**config.mk**
```make
export PLATFORM = sky130hd
export DESIGN_NAME = cobs_stream_decoder
export DESIGN_NICKNAME = d
export VERILOG_FILES = /design/src/rtl/cobs_pkg.sv /design/src/rtl/cobs_stream_decoder.sv
export SDC_FILE = /design/constraint.sdc
export NUM_CORES = 1
export LEC_CHECK = 0
export ABC_CLOCK_PERIOD_IN_PS = 2400
export CAP_MARGIN = 40
export CORE_AREA = 2 2 68 57
export CTS_CLUSTER_SIZE = 20
export DETAILED_ROUTE_END_ITERATION = 8
export DIE_AREA = 0 0 70 59
export DONT_BUFFER_PORTS = 1
export PLACE_DENSITY = 0.69
export SLEW_MARGIN = 20
export SYNTH_ARGS = -nofsm -noshare
export SYNTH_HDL_FRONTEND = slang
export SYNTH_SLANG_ARGS = --single-unit
```
**constraint.sdc**
```tcl
create_clock -name clk_i -period 2.4 [get_ports clk_i]
set_clock_uncertainty 0.1 [all_clocks]
set_input_delay 0.36 -clock clk_i [delete_from_list [all_inputs] [get_ports clk_i]]
set_output_delay 0.36 -clock clk_i [all_outputs]
set_load 0.1 [all_outputs]
```
**src/rtl/cobs_pkg.sv**
```systemverilog
`timescale 1ns / 1ps
`default_nettype none
// ----------------------------------------------------------------------------
// cobs_pkg
// Types and result codes shared by the stuffed-byte stream decoder.
// ----------------------------------------------------------------------------
package cobs_pkg;

  // One byte on either side of the decoder
  typedef logic [7:0] byte_t;

  // Kind of a result item
  typedef enum logic [1:0] {
    KIND_DATA  = 2'd0,
    KIND_GOOD  = 2'd1,
    KIND_BAD   = 2'd2,
    KIND_EMPTY = 2'd3
  } kind_e;

endpackage
`default_nettype wire

```
**src/rtl/cobs_stream_decoder.sv**
```systemverilog
`timescale 1ns / 1ps
`default_nettype none
// ----------------------------------------------------------------------------
// cobs_stream_decoder
// Streaming decoder for stuffed byte frames with a programmable delimiter.
// ----------------------------------------------------------------------------
//
//  channel | direction | handshake                  | payload
//  --------+-----------+----------------------------+---------------------------
//  in      | input     | in_valid_i / in_ready_o    | in_byte_i
//  out     | output    | out_valid_o / out_ready_i  | out_byte_o, result_kind_o
//  cfg     | input     | cfg_we_i (no wait)         | cfg_wdata_i (delimiter)
//
//  One item per cycle: each accepted byte is decoded in the cycle it is taken
//  and its result, if any, lands in the output register on the same edge.
//  The result is valid in the cycle after the byte is accepted.
//  in_ready_o is high while the output register is empty or is being drained,
//  so a stall on out_ready_i holds off the input after one waiting result.
//  Reset clears the frame state, the delimiter (to zero) and the output valid.
//
module cobs_stream_decoder (
  input  wire                  clk_i,
  input  wire                  rst_ni,
  input  wire                  cfg_we_i,
  input  wire cobs_pkg::byte_t cfg_wdata_i,
  input  wire                  in_valid_i,
  output logic                 in_ready_o,
  input  wire cobs_pkg::byte_t in_byte_i,
  output logic                 out_valid_o,
  input  wire                  out_ready_i,
  output cobs_pkg::byte_t      out_byte_o,
  output logic [1:0]           result_kind_o
);

  cobs_pkg::byte_t delim_q;
  logic            in_frame_q, in_frame_d;
  cobs_pkg::byte_t btc_q, btc_d;
  logic            frame_bad_q, frame_bad_d;
  logic            has_data_q, has_data_d;
  logic            out_valid_q, out_valid_d;
  cobs_pkg::byte_t out_byte_q, out_byte_d;
  cobs_pkg::kind_e out_kind_q, out_kind_d;
  logic            res_valid;

  logic in_fire;
  logic is_delim;
  logic at_code;

  assign in_ready_o = !out_valid_q || out_ready_i;
  assign in_fire    = in_valid_i && in_ready_o;
  assign is_delim   = (in_byte_i == delim_q);
  assign at_code    = !frame_bad_q && (btc_q == 8'd1);

  // Decode one item against the frame state
  always_comb begin
    in_frame_d  = in_frame_q;
    btc_d       = btc_q;
    frame_bad_d = frame_bad_q;
    has_data_d  = has_data_q;
    res_valid   = 1'b0;
    out_byte_d  = in_byte_i;
    out_kind_d  = cobs_pkg::KIND_DATA;
    if (!in_frame_q) begin
      // Open a frame on the code byte, drop lone delimiters
      if (!is_delim) begin
        in_frame_d  = 1'b1;
        btc_d       = in_byte_i;
        frame_bad_d = (in_byte_i == 8'd0);
        has_data_d  = 1'b0;
      end
    end else if (is_delim) begin
      // Close the frame with its end item
      in_frame_d  = 1'b0;
      btc_d       = 8'd0;
      frame_bad_d = 1'b0;
      has_data_d  = 1'b0;
      res_valid   = 1'b1;
      out_byte_d  = 8'd0;
      priority if (!at_code) begin
        out_kind_d = cobs_pkg::KIND_BAD;
      end else if (!has_data_q) begin
        out_kind_d = cobs_pkg::KIND_EMPTY;
      end else begin
        out_kind_d = cobs_pkg::KIND_GOOD;
      end
    end else begin
      // Pass data through; a code position becomes the delimiter
      has_data_d = 1'b1;
      res_valid  = 1'b1;
      if (at_code) begin
        btc_d      = in_byte_i;
        out_byte_d = delim_q;
        if (in_byte_i == 8'd0) begin
          frame_bad_d = 1'b1;
        end
      end else begin
        btc_d = btc_q - 8'd1;
      end
    end
  end

  // Advance the output valid: load on a result, drop when taken
  always_comb begin
    out_valid_d = out_valid_q;
    if (out_ready_i) begin
      out_valid_d = 1'b0;
    end
    if (in_fire && res_valid) begin
      out_valid_d = 1'b1;
    end
  end

  // Control state
  always_ff @(posedge clk_i or negedge rst_ni) begin
    if (!rst_ni) begin
      delim_q     <= 8'd0;
      in_frame_q  <= 1'b0;
      btc_q       <= 8'd0;
      frame_bad_q <= 1'b0;
      has_data_q  <= 1'b0;
      out_valid_q <= 1'b0;
    end else begin
      if (cfg_we_i) begin
        delim_q <= cfg_wdata_i;
      end
      if (in_fire) begin
        in_frame_q  <= in_frame_d;
        btc_q       <= btc_d;
        frame_bad_q <= frame_bad_d;
        has_data_q  <= has_data_d;
      end
      out_valid_q <= out_valid_d;
    end
  end

  // Result payload, loaded only with a new result
  always_ff @(posedge clk_i) begin
    if (in_fire && res_valid) begin
      out_byte_q <= out_byte_d;
      out_kind_q <= out_kind_d;
    end
  end

  assign out_valid_o   = out_valid_q;
  assign out_byte_o    = out_byte_q;
  assign result_kind_o = out_kind_q;

  // Idle frame state is fully cleared
  assert property (@(posedge clk_i) disable iff (!rst_ni)
    !in_frame_q |-> (btc_q == 8'd0) && !frame_bad_q && !has_data_q)
    else $error("frame state not cleared outside a frame");

  // End items carry a zero byte
  assert property (@(posedge clk_i) disable iff (!rst_ni)
    out_valid_o && (out_kind_q != cobs_pkg::KIND_DATA) |-> out_byte_o == 8'd0)
    else $error("end item with nonzero byte");

  // A delimiter inside a frame closes it with an end item
  assert property (@(posedge clk_i) disable iff (!rst_ni)
    in_fire && in_frame_q && is_delim |=>
      !in_frame_q && out_valid_o && (out_kind_q != cobs_pkg::KIND_DATA))
    else $error("delimiter did not close the frame");

  // Bytes taken outside a frame produce no result
  assert property (@(posedge clk_i) disable iff (!rst_ni)
    in_fire && !in_frame_q |=> !out_valid_o)
    else $error("result produced outside a frame");

endmodule
`default_nettype wire
```
### Word-level counts from Yosys, hierarchy flattened

Cells that the tools add are included.
Widths: inputs -> output; s select.

* add/subtract/negate cells: 1
* equal/unequal tests: 5
* multiplexer cells: 20
* reduce and logical (&&, ||, !) cells: 12

Operator list (count)
* $mux 8: 7
* $mux 1: 11
* $eq 8x1->1 const B: 1
* $eq 8x8->1: 1
* $logic_not 8->1: 1
* $sub 8x1->8 const B: 1
* $ne 3x1->1 const B: 2
* $mux 2: 2
* $reduce_and 2->1: 2
* $reduce_and 4->1: 1
* $logic_and 1x1->1: 3
* $reduce_and 3->1: 1
* $logic_not 1->1: 2
* $ne 2x2->1 const B: 1
* $reduce_bool 2->1: 1
* $logic_or 1x1->1: 1

* bits in registers: 30
* input bits: 21
* output and inout port bits: 12
* logic and storage cells: 47

### Logic depth before layout (Yosys ltp)

Gate-level depths: netlist of run 1.

* depth after elaboration: 5
* depth in mapped cells: 7
* mapped depth without buffers: 7

### Worst setup path after synthesis of run 1

Ideal clock, no wire load.

* kind: reg-to-reg
* start point: register out_valid_q, in the netlist out_valid_o
* end point: register out_byte_q[0], in the netlist out_byte_o[0], enable pin
* library setup time: 0.334 ns
* arrival: 2.641 ns
* required time: 1.966 ns
* slack: -0.675 ns
* stages on the path, launching flop included: 7
* buffers on the path: 2
* period minus slack after synthesis: 3.075 ns
* cell sequence: dfrtp_1 nand2b_1 clkbuf_1 and2_1 clkbuf_1 nand2_1 inv_1

* cells in the longest elaborated chain, start to end: 4

RTL lines
* from (decl): line cobs_stream_decoder.sv:40 `logic out_valid_q, out_valid_d;`
* from (signal assigned): line cobs_stream_decoder.sv:132 `out_valid_q <= out_valid_d;`
* $logic_not 1->1: line cobs_stream_decoder.sv:49 `assign in_ready_o = !out_valid_q || out_ready_i;`
* $logic_or 1x1->1: line cobs_stream_decoder.sv:49
* net in_ready_o: line cobs_stream_decoder.sv:27 `output logic in_ready_o,`
* $logic_and 1x1->1: line cobs_stream_decoder.sv:50 `assign in_fire = in_valid_i && in_ready_o;`
* $logic_and 1x1->1: line cobs_stream_decoder.sv:138 `if (in_fire && res_valid) begin`
* to (signal assigned): line cobs_stream_decoder.sv:139 `out_byte_q <= out_byte_d;`
* to (decl): line cobs_stream_decoder.sv:41 `cobs_pkg::byte_t out_byte_q, out_byte_d;`

The timed path passes the listed nets, and every way through them passes these cells.
A chain may end at the register's enable or synchronous reset.

### Worst setup path after layout of run 1

* start point: register btc_q[1]
* end point: register out_byte_q[3], in the netlist out_byte_o[3], data pin

* cells in the longest elaborated chain, start to end: 5

RTL lines
* from (decl): line cobs_stream_decoder.sv:37 `cobs_pkg::byte_t btc_q, btc_d;`
* from (signal assigned): line cobs_stream_decoder.sv:128 `btc_q <= btc_d;`
* $eq 8x1->1: line cobs_stream_decoder.sv:52 `assign at_code = !frame_bad_q && (btc_q == 8'd1);`
* $logic_and 1x1->1: line cobs_stream_decoder.sv:52
* $mux 8: line cobs_stream_decoder.sv:90 `if (at_code) begin`
* $mux 8: line cobs_stream_decoder.sv:71 `end else if (is_delim) begin`
* $mux 8: line cobs_stream_decoder.sv:63 `if (!in_frame_q) begin`
* net out_byte_d[3]: line cobs_stream_decoder.sv:41

The timed path passes the listed nets, and every way through them passes these cells.

==> reports/results.ini, run 1 <==
[synthesis]
post_synth_main_area_contributors=sky130_fd_sc_hd__dfrtp_1 (30%), sky130_fd_sc_hd__edfxtp_1 (18%), sky130_fd_sc_hd__mux2_2 (5.3%), sky130_fd_sc_hd__a22o_1 (4.1%), sky130_fd_sc_hd__xor2_1 (4.1%)
synth.cell_area_um2=1690
postSynth.asyncResetShare_pct=66.7
synth_top_area_cell=sky130_fd_sc_hd__dfrtp_1
synth_sequential_area_ratio_pct=47.4
synth_edf_count=10
postSynthRegisterBits=30
synthDistinctLibCells=43
synth_warnings=0
postSynth.topFlopCell=sky130_fd_sc_hd__dfrtp_1
syn_nets=183
synth_cells=160
synthesis.area_per_instance_um2=10.6
post-synth-top-area-fraction_pct=29.6

[final_layout]
final_net_count=201
fill_cells=314
seq_area_um2=802
multi_input_area_um2=827
utilization_pct=57.5
antennaDiodeCount=0
final_cells=221
layout-area-overhead-vs-synth_pct=14.8
layout_common_cells=sky130_fd_sc_hd__dfrtp_1 (19), sky130_fd_sc_hd__nand2_1 (17), sky130_fd_sc_hd__buf_4 (16)
mostFrequentLayoutCell=sky130_fd_sc_hd__dfrtp_1
postLayoutCellArea_um2=1940
layout-drive-gt1-share_pct=21.8

[global_route]
global_route.overflow_total=0
first_global_vias=1287
antenna_found_initial=0
grt_first_pass_wirelength_um=6560
global_route.usage.total_pct=21.4
largest_net_degree_at_the_start_of_global_routing=21

[floorplan]
io_pins=33
die_height_um=59
design.die.area_um2=4130
floorplan.initialDensity_pct=50.0
fp.coreArea_um2=3380
fp.dieW_um=70
std_cell_rows=19

[sta]
post-route-min-period_ns=2.21
worst_slew_margin_rel_pct=49.4
whs_ns=0.117
timing.final.hold_violations=0
finalSetupViolations=0
rsz0062_at_grt=false
final-max-slew-violation-count=0
layout_setup_ws_ns=0.186
clock.fmax_ghz=0.452
tightest_slew_ns=0.756
min_period_over_period_pct=92.3
finalSetupTns_ns=0

[power]
maximum_resistive_drop_on_vdd_mv=0.511
leakage_nw=0.796
power-per-cell-area_nw_per_um2=935
fin_total_pwr_mw=1.81

[worst_setup_path]
critPathRequiredTime_ns=2.45
worstSetupEndpointType=flop
worst_ep_arrival_time_ns=2.26
worstPathBufferInverterCount=1
timing.critical_path.fanout_max=8
critPathKind=reg -> reg
critical_path.cell_chain=inv_1 -> ha_1 -> or3b_2 -> nor4b_4 -> a22o_1
critPathLaunchType=flop
worst_path_max_delay_cell=sky130_fd_sc_hd__or3b_2
cpLargestDelayFamily=simple AND/OR/NAND/NOR gates
critPathMaxStageDelay_ns=0.54

[detailed_routing]
met2WireLength_um=1990
ant_nets=0
dr.max_layer_used=met4
post_drt_wl_per_cell_um=18.7
drt-initial-drc-count=160
finalWirelength_um=4130
firstDrtPassIters=5
wl_met3_um=389
number_of_vias_per_cell_after_detailed_routing=6.28
via_count=1387
post-route-drc-count=0
met1_length_um=1700

[clock_tree]
cts-buffers-inserted=5
tritoncts=done
cts_buffer_depth=2
clk_latency_ns=0.29
cts_root_buffer=sky130_fd_sc_hd__clkbuf_8
cts_resized=0
path_clk_slew_ns=0.07
cts_sinks=30
htree_num_levels=2

[place]
port_buffers=0
routabilityCongestion=0.900
dp_cells=211
cell_area_after_placement_um2=1820
hpwlAfterDp_um=3040
dp_slack_ns=0.205

[job]
max_cap_violations=0

[outcome]
outcome=completed

[hold_path]
hold_path.class=in -> reg

==> per-layer routing <==
metal,vias up,global-route usage (%)
li1,640,-
met1,655,27.6
met2,86,32.8
met3,6,8.67
met4,0,7.97
met5,-,0
==> final timing paths <==
kind | startpoint | endpoint | slack [ns] | cells past startpoint
min | in_byte_i[7] | btc_q[7] | 0.12 | 2
min in group asynchronous | rst_ni | btc_q[7] | 0.37 | 1
max | btc_q[1] | out_byte_o[3] | 0.19 | 5
min reg2reg | has_data_q | has_data_q | 0.46 | 2
max reg2reg | btc_q[1] | out_byte_o[3] | 0.19 | 5
max in group asynchronous | rst_ni | out_valid_o | 1.35 | 2
==> where the power goes <==
| part | internal, mW | total [mW] | switching [mW] |
|---|---|---|---|
| registers | 0.627 | 0.774 | 0.146 |
| logic | 0.241 | 0.621 | 0.380 |
| clock network | 0.233 | 0.419 | 0.185 |
| total | 1.10 | 1.81 | 0.711 |
==> what timing repair did <==
item | in CTS | in global routing
hold buffers | 1 | 0
endpoints found under the hold margin | 20 | 0
buffers inserted | 0 | 0
==> final cells by class <==
type                            count  area share, %
Timing Repair Buffer               18           7.48
Multi-Input combinational cell    117           42.6
Clock buffer                        8           4.65
Sequential cell                    30           41.4
Tap cell                           42           2.71
Inverter                            6           1.16
==> registers in the layout, indices dropped and copies added, names as in the netlist <==
register and cells:
btc_q 8, delim_q 8, frame_bad_q 1, has_data_q 1
in_frame_q 1, out_byte_o 8, out_valid_o 1, result_kind_o 2
==> synthesized netlist by cell type, drive strengths merged (3+ instances only) <==
| library cell | instances |
|---|---|
| a31oi | 6 |
| o221ai | 3 |
| clkbuf | 4 |
| a21oi | 9 |
| xor2 | 8 |
| edfxtp | 10 |
| nand2 | 17 |
| or4 | 3 |
| nor2 | 9 |
| o21ai | 9 |
| a22o | 8 |
| nor4 | 5 |
| buf | 3 |
| inv | 6 |
| dfrtp | 20 |
| mux2 | 8 |
| nand3 | 8 |
==> logic make-up after synthesis <==
kind of cell	synth area share [%]
DFF	47.4
muxes	6.52
xor gates and xnor gates	5.19
and+or+nand+nor	17.9
adders and majority gates	1.48
AOI/OAI and AO/OA	17.9
buffers and inverters	3.63
No activity file was read; power rests on OpenSTA's default activity.
==> run 2, diff against run 1 <==
--- a/config.mk
+++ b/config.mk
@@ -12,7 +12,7 @@
 export DETAILED_ROUTE_END_ITERATION = 8
 export DIE_AREA = 0 0 70 59
 export DONT_BUFFER_PORTS = 1
-export PLACE_DENSITY = 0.69
+export PLACE_DENSITY = 0.76
 export SLEW_MARGIN = 20
 export SYNTH_ARGS = -nofsm -noshare
 export SYNTH_HDL_FRONTEND = slang
==> run 2 against run 1 <==
  * Combinational power decreased by 2%
  * Critical path depth unchanged
  * Highest routed layer unchanged
  * Worst hold slack improved by 0.0085 ns
  * Clock power decreased by 9.5%
  * Routed wire length decreased by 2.1%
  * Die area unchanged
  * Critical endpoint is now out_byte_o[0]
  * Sequential power increased by 0.8%
==> reports/results.ini, run 2 (synthesis gave the netlist of run 1 again) <==
[sta]
finalSetupViolations=0
finalSetupTns_ns=0
tightest_slew_ns=0.825
whs_ns=0.125
rsz0062_at_grt=false
final-max-slew-violation-count=0
clock.fmax_ghz=0.453
worst_slew_margin_rel_pct=44.8
post-route-min-period_ns=2.21
min_period_over_period_pct=91.9
timing.final.hold_violations=0

[detailed_routing]
drt-initial-drc-count=108
ant_nets=0
finalWirelength_um=4040
via_count=1352
firstDrtPassIters=4
post-route-drc-count=0
number_of_vias_per_cell_after_detailed_routing=6.12
post_drt_wl_per_cell_um=18.3

[global_route]
antenna_found_initial=0
first_global_vias=1301
global_route.usage.total_pct=21.3
global_route.overflow_total=0
largest_net_degree_at_the_start_of_global_routing=21
grt_first_pass_wirelength_um=6580

[worst_setup_path]
timing.critical_path.fanout_max=8
critPathMaxStageDelay_ns=0.53
critPathKind=reg -> reg
critical_path.cell_chain=inv_1 -> ha_1 -> or3b_2 -> nor4b_4 -> a22o_1
worst_path_max_delay_cell=sky130_fd_sc_hd__or3b_2
worstPathBufferInverterCount=1
cpLargestDelayFamily=simple AND/OR/NAND/NOR gates
critPathLaunchType=flop
worstSetupEndpointType=flop
critPathRequiredTime_ns=2.44
worst_ep_arrival_time_ns=2.25

[floorplan]
io_pins=33
fp.dieW_um=70
fp.coreArea_um2=3380
floorplan.initialDensity_pct=50.0
std_cell_rows=19
die_height_um=59
design.die.area_um2=4130

[clock_tree]
htree_num_levels=2
cts_root_buffer=sky130_fd_sc_hd__clkbuf_8
cts_resized=0
tritoncts=done
cts_sinks=30
path_clk_slew_ns=0.07
clk_latency_ns=0.28
cts_buffer_depth=2
cts-buffers-inserted=5

[power]
switching_share_pct=39.8
combinational_power_share_pct=34.5
intPower_mw=1.07
share_seq_of_total_power_pct=44.1
power-per-cell-area_nw_per_um2=917
leakage_nw=0.793
maximum_resistive_drop_on_vdd_mv=0.586
fin_total_pwr_mw=1.77
clkPwrFrac_pct=21.4
p_switching_mw=0.704

[outcome]
outcome=completed

[place]
dp_cells=211
port_buffers=0
cell_area_after_placement_um2=1820
hpwlAfterDp_um=2940
routabilityCongestion=0.914

[final_layout]
final_net_count=201
layout_common_cells=sky130_fd_sc_hd__dfrtp_1 (19), sky130_fd_sc_hd__nand2_1 (17), sky130_fd_sc_hd__buf_4 (16)
postLayoutCellArea_um2=1930
layout-drive-gt1-share_pct=21.8
mostFrequentLayoutCell=sky130_fd_sc_hd__dfrtp_1
seq_area_um2=802
multi_input_area_um2=827
layout-area-overhead-vs-synth_pct=14.3
final_cells=221
fill_cells=303
antennaDiodeCount=0

[job]
max_cap_violations=0

[hold_path]
hold_path.class=in -> reg

run 2: cell count changes in the layout (fill, tap and decap cells not counted):
cell,previous run,this run
sky130_fd_sc_hd__clkinv_1,0,1
sky130_fd_sc_hd__clkinv_2,0,1
sky130_fd_sc_hd__clkbuf_8,6,5
sky130_fd_sc_hd__clkbuf_1,2,1
run 2: layer usage:
| layer | part of all wire [%] | track usage (%) |
|---|---|---|
| met5 | 0 | 0 |
| met4 | 1.8 | 6.59 |
| met2 | 48 | 33.1 |
| met3 | 8.4 | 8.16 |
| met1 | 41 | 28.0 |
run 2: worst paths after layout:
kind	startpoint	slack (ns)	cells past startpoint	to
worst max-delay path	btc_q[1]	0.19	5	out_byte_o[0]
worst min-delay path	in_byte_i[5]	0.13	2	btc_q[5]
worst max register to register	btc_q[1]	0.19	5	out_byte_o[0]
worst min register to register	has_data_q	0.46	2	has_data_q
max in group asynchronous	rst_ni	1.38	2	out_valid_o
min in group asynchronous	rst_ni	0.36	1	btc_q[7]
run 2: layout make-up:
class / instances / area share, %
sequential: 30 / 41.5
timing repair buffer: 18 / 7.52
clock inverter: 2 / 0.454
inverter: 6 / 1.17
tap: 42 / 2.72
multi-input combinational: 117 / 42.8
clock buffer: 6 / 3.76
run 2: metrics by stage:
step           util, %  setup slack [ns]
3_5_place_dp      54.0             0.215
6_report          57.2             0.194
3_3_place_gp      54.0             0.290
4_1_cts           56.7             0.206
5_1_grt           57.2            0.0667
2_1_floorplan        -             0.192
run 2: power groups by stage:
stage | Clock, mW | Combinational [mW] | Sequential, mW
global route | 0.424 | 0.663 | 0.791
global placement | 0 | 0.575 | 0.776
floorplan | 0 | 0.421 | 0.840
finish | 0.379 | 0.611 | 0.780
CTS | 0.396 | 0.606 | 0.775
detailed placement | 0 | 0.592 | 0.785
run 2: timing repair:
action / 4_1_cts / 5_1_grt
buffers inserted: 0 / 0
hold buffers: 1 / 0
endpoints found under the hold margin: 20 / 0
==> run 3, diff against run 2 <==
--- a/config.mk
+++ b/config.mk
@@ -13,6 +13,7 @@
 export DIE_AREA = 0 0 70 59
 export DONT_BUFFER_PORTS = 1
 export PLACE_DENSITY = 0.76
+export RECOVER_POWER = 50
 export SLEW_MARGIN = 20
 export SYNTH_ARGS = -nofsm -noshare
 export SYNTH_HDL_FRONTEND = slang
==> run 3 against run 2 <==
  * Sequential share of layout area is 0.82 points higher
  * Power is 0.45% lower
  * Sequential power hardly changed
  * Final area is 1.9% lower
  * Count of clock-buffer cells in the layout stayed put
==> reports/results.ini, run 3 (synthesis gave the netlist of run 1 again) <==
[outcome]
outcome=completed

[global_route]
global_route.overflow_total=0
first_global_vias=1301
global_route.usage.total_pct=21.3
grt_first_pass_wirelength_um=6580
antenna_found_initial=0
largest_net_degree_at_the_start_of_global_routing=21

[sta]
post-route-min-period_ns=2.21
final-max-slew-violation-count=0
min_period_over_period_pct=91.9
worst_slew_margin_rel_pct=21.6
finalSetupViolations=0
tightest_slew_ns=1.18
timing.final.hold_violations=0
finalSetupTns_ns=0
whs_ns=0.119
rsz0062_at_grt=false
clock.fmax_ghz=0.453

[final_layout]
utilization_pct=56.1
layout-drive-gt1-share_pct=17.3
layout_common_cells=sky130_fd_sc_hd__dfrtp_1 (19), sky130_fd_sc_hd__nand2_1 (17), sky130_fd_sc_hd__edfxtp_1 (10)
mostFrequentLayoutCell=sky130_fd_sc_hd__dfrtp_1
layout-area-overhead-vs-synth_pct=12.1
final_net_count=201
antennaDiodeCount=0
final_cells=221

[hold_path]
min_from=in_byte_i[5]
timing.hold.worst_endpoint=btc_q[5]
hold_path_depth=2
hold_path.class=in -> reg

[worst_setup_path]
critPathKind=reg -> reg
timing.critical_path.fanout_max=8
crit-reg2reg-launch=btc_q[1]
critPathLaunchType=flop
worstSetupEndpointType=flop
critical_path.reg2reg.endpoint=out_byte_o[0]
worstPathBufferInverterCount=1
worst_ep_arrival_time_ns=2.25
rr_worst_depth=5
critPathMaxStageDelay_ns=0.53
critical_path.cell_chain=inv_1 -> ha_1 -> or3b_2 -> nor4b_4 -> a22o_1
worst_path_max_delay_cell=sky130_fd_sc_hd__or3b_2
critPathRequiredTime_ns=2.44
reg2reg_setup_slack_ns=0.19
cpLargestDelayFamily=simple AND/OR/NAND/NOR gates

[detailed_routing]
number_of_vias_per_cell_after_detailed_routing=6.17
finalWirelength_um=4040
ant_nets=0
post_drt_wl_per_cell_um=18.3
post-route-drc-count=0
firstDrtPassIters=5
via_count=1363
drt-initial-drc-count=137

[clock_tree]
clk_latency_ns=0.29
htree_num_levels=2
cts_sinks=30
cts_buffer_depth=2
post_cts_hold_buffer_count=1
path_clk_slew_ns=0.07
tritoncts=done
cts-buffers-inserted=5
cts_resized=0
post_cts.repair.setup_buffers=0
cts_root_buffer=sky130_fd_sc_hd__clkbuf_8

[power]
maximum_resistive_drop_on_vdd_mv=0.582
power-per-cell-area_nw_per_um2=931
leakage_nw=0.760
fin_total_pwr_mw=1.76

[floorplan]
die_height_um=59
fp.coreArea_um2=3380
std_cell_rows=19
io_pins=33
floorplan.initialDensity_pct=50.0
design.die.area_um2=4130
fp.dieW_um=70

[job]
max_cap_violations=0

[place]
port_buffers=0
hpwlAfterDp_um=2940
routabilityCongestion=0.914
dp_cells=211

[run 3: final cells by class]
cell class | instances | area, um2
clock buffers | 6 | 72.6
clock inverters | 2 | 8.76
fillers | 313 | 1480
inverters | 6 | 22.5
multi-input cells | 117 | 827
flip-flops and latches | 30 | 802
well taps | 42 | 52.6
repair buffers | 18 | 108
[run 3: worst reg2reg max path, delay by kind of cell, from the launching register on]
kind / cells / cell delay [ns]
flops: 1 / 0.42
simple gates: 2 / 1.03
buf+inv: 1 / 0.11
fa+ha+maj: 1 / 0.20
compound gates: 1 / 0.22
[run 3: worst max-delay path by stage]
stage / endpoint / slack [ns] / start / depth (start not counted)
global route: out_byte_o[0] / 0.07 / btc_q[1] / 5
global placement: out_byte_o[3] / 0.29 / delim_q[5] / 5
CTS: out_byte_o[0] / 0.21 / btc_q[1] / 5
finish: out_byte_o[0] / 0.19 / btc_q[1] / 5
floorplan: out_byte_o[0] / 0.19 / out_valid_o / 6
detailed placement: out_byte_o[2] / 0.21 / btc_q[1] / 5
[run 3: metal layers]
metal  vias up  track usage, %  routed length, um
li1        637               -                  -
met4         0            6.59                 41
met1       653            28.0               1640
met5         -               0                  0
met3         5            8.16                400
met2        68            33.1               1960
[run 3: per-stage QoR]
stage	instance area, um2	worst slack [ns]
final	1890	0.193
after global routing	1890	0.0667
after CTS	1920	0.206
after detailed placement	1820	0.215
after global placement	1820	0.290
after floorplan	1690	0.192
[run 3: power breakdown]
group / internal (mW) / leakage [nW] / total [mW] / switching (mW)
registers: 0.627 / 0.331 / 0.780 / 0.152
clock network: 0.199 / 0.0426 / 0.381 / 0.182
logic: 0.231 / 0.387 / 0.602 / 0.371
total: 1.06 / 0.760 / 1.76 / 0.705
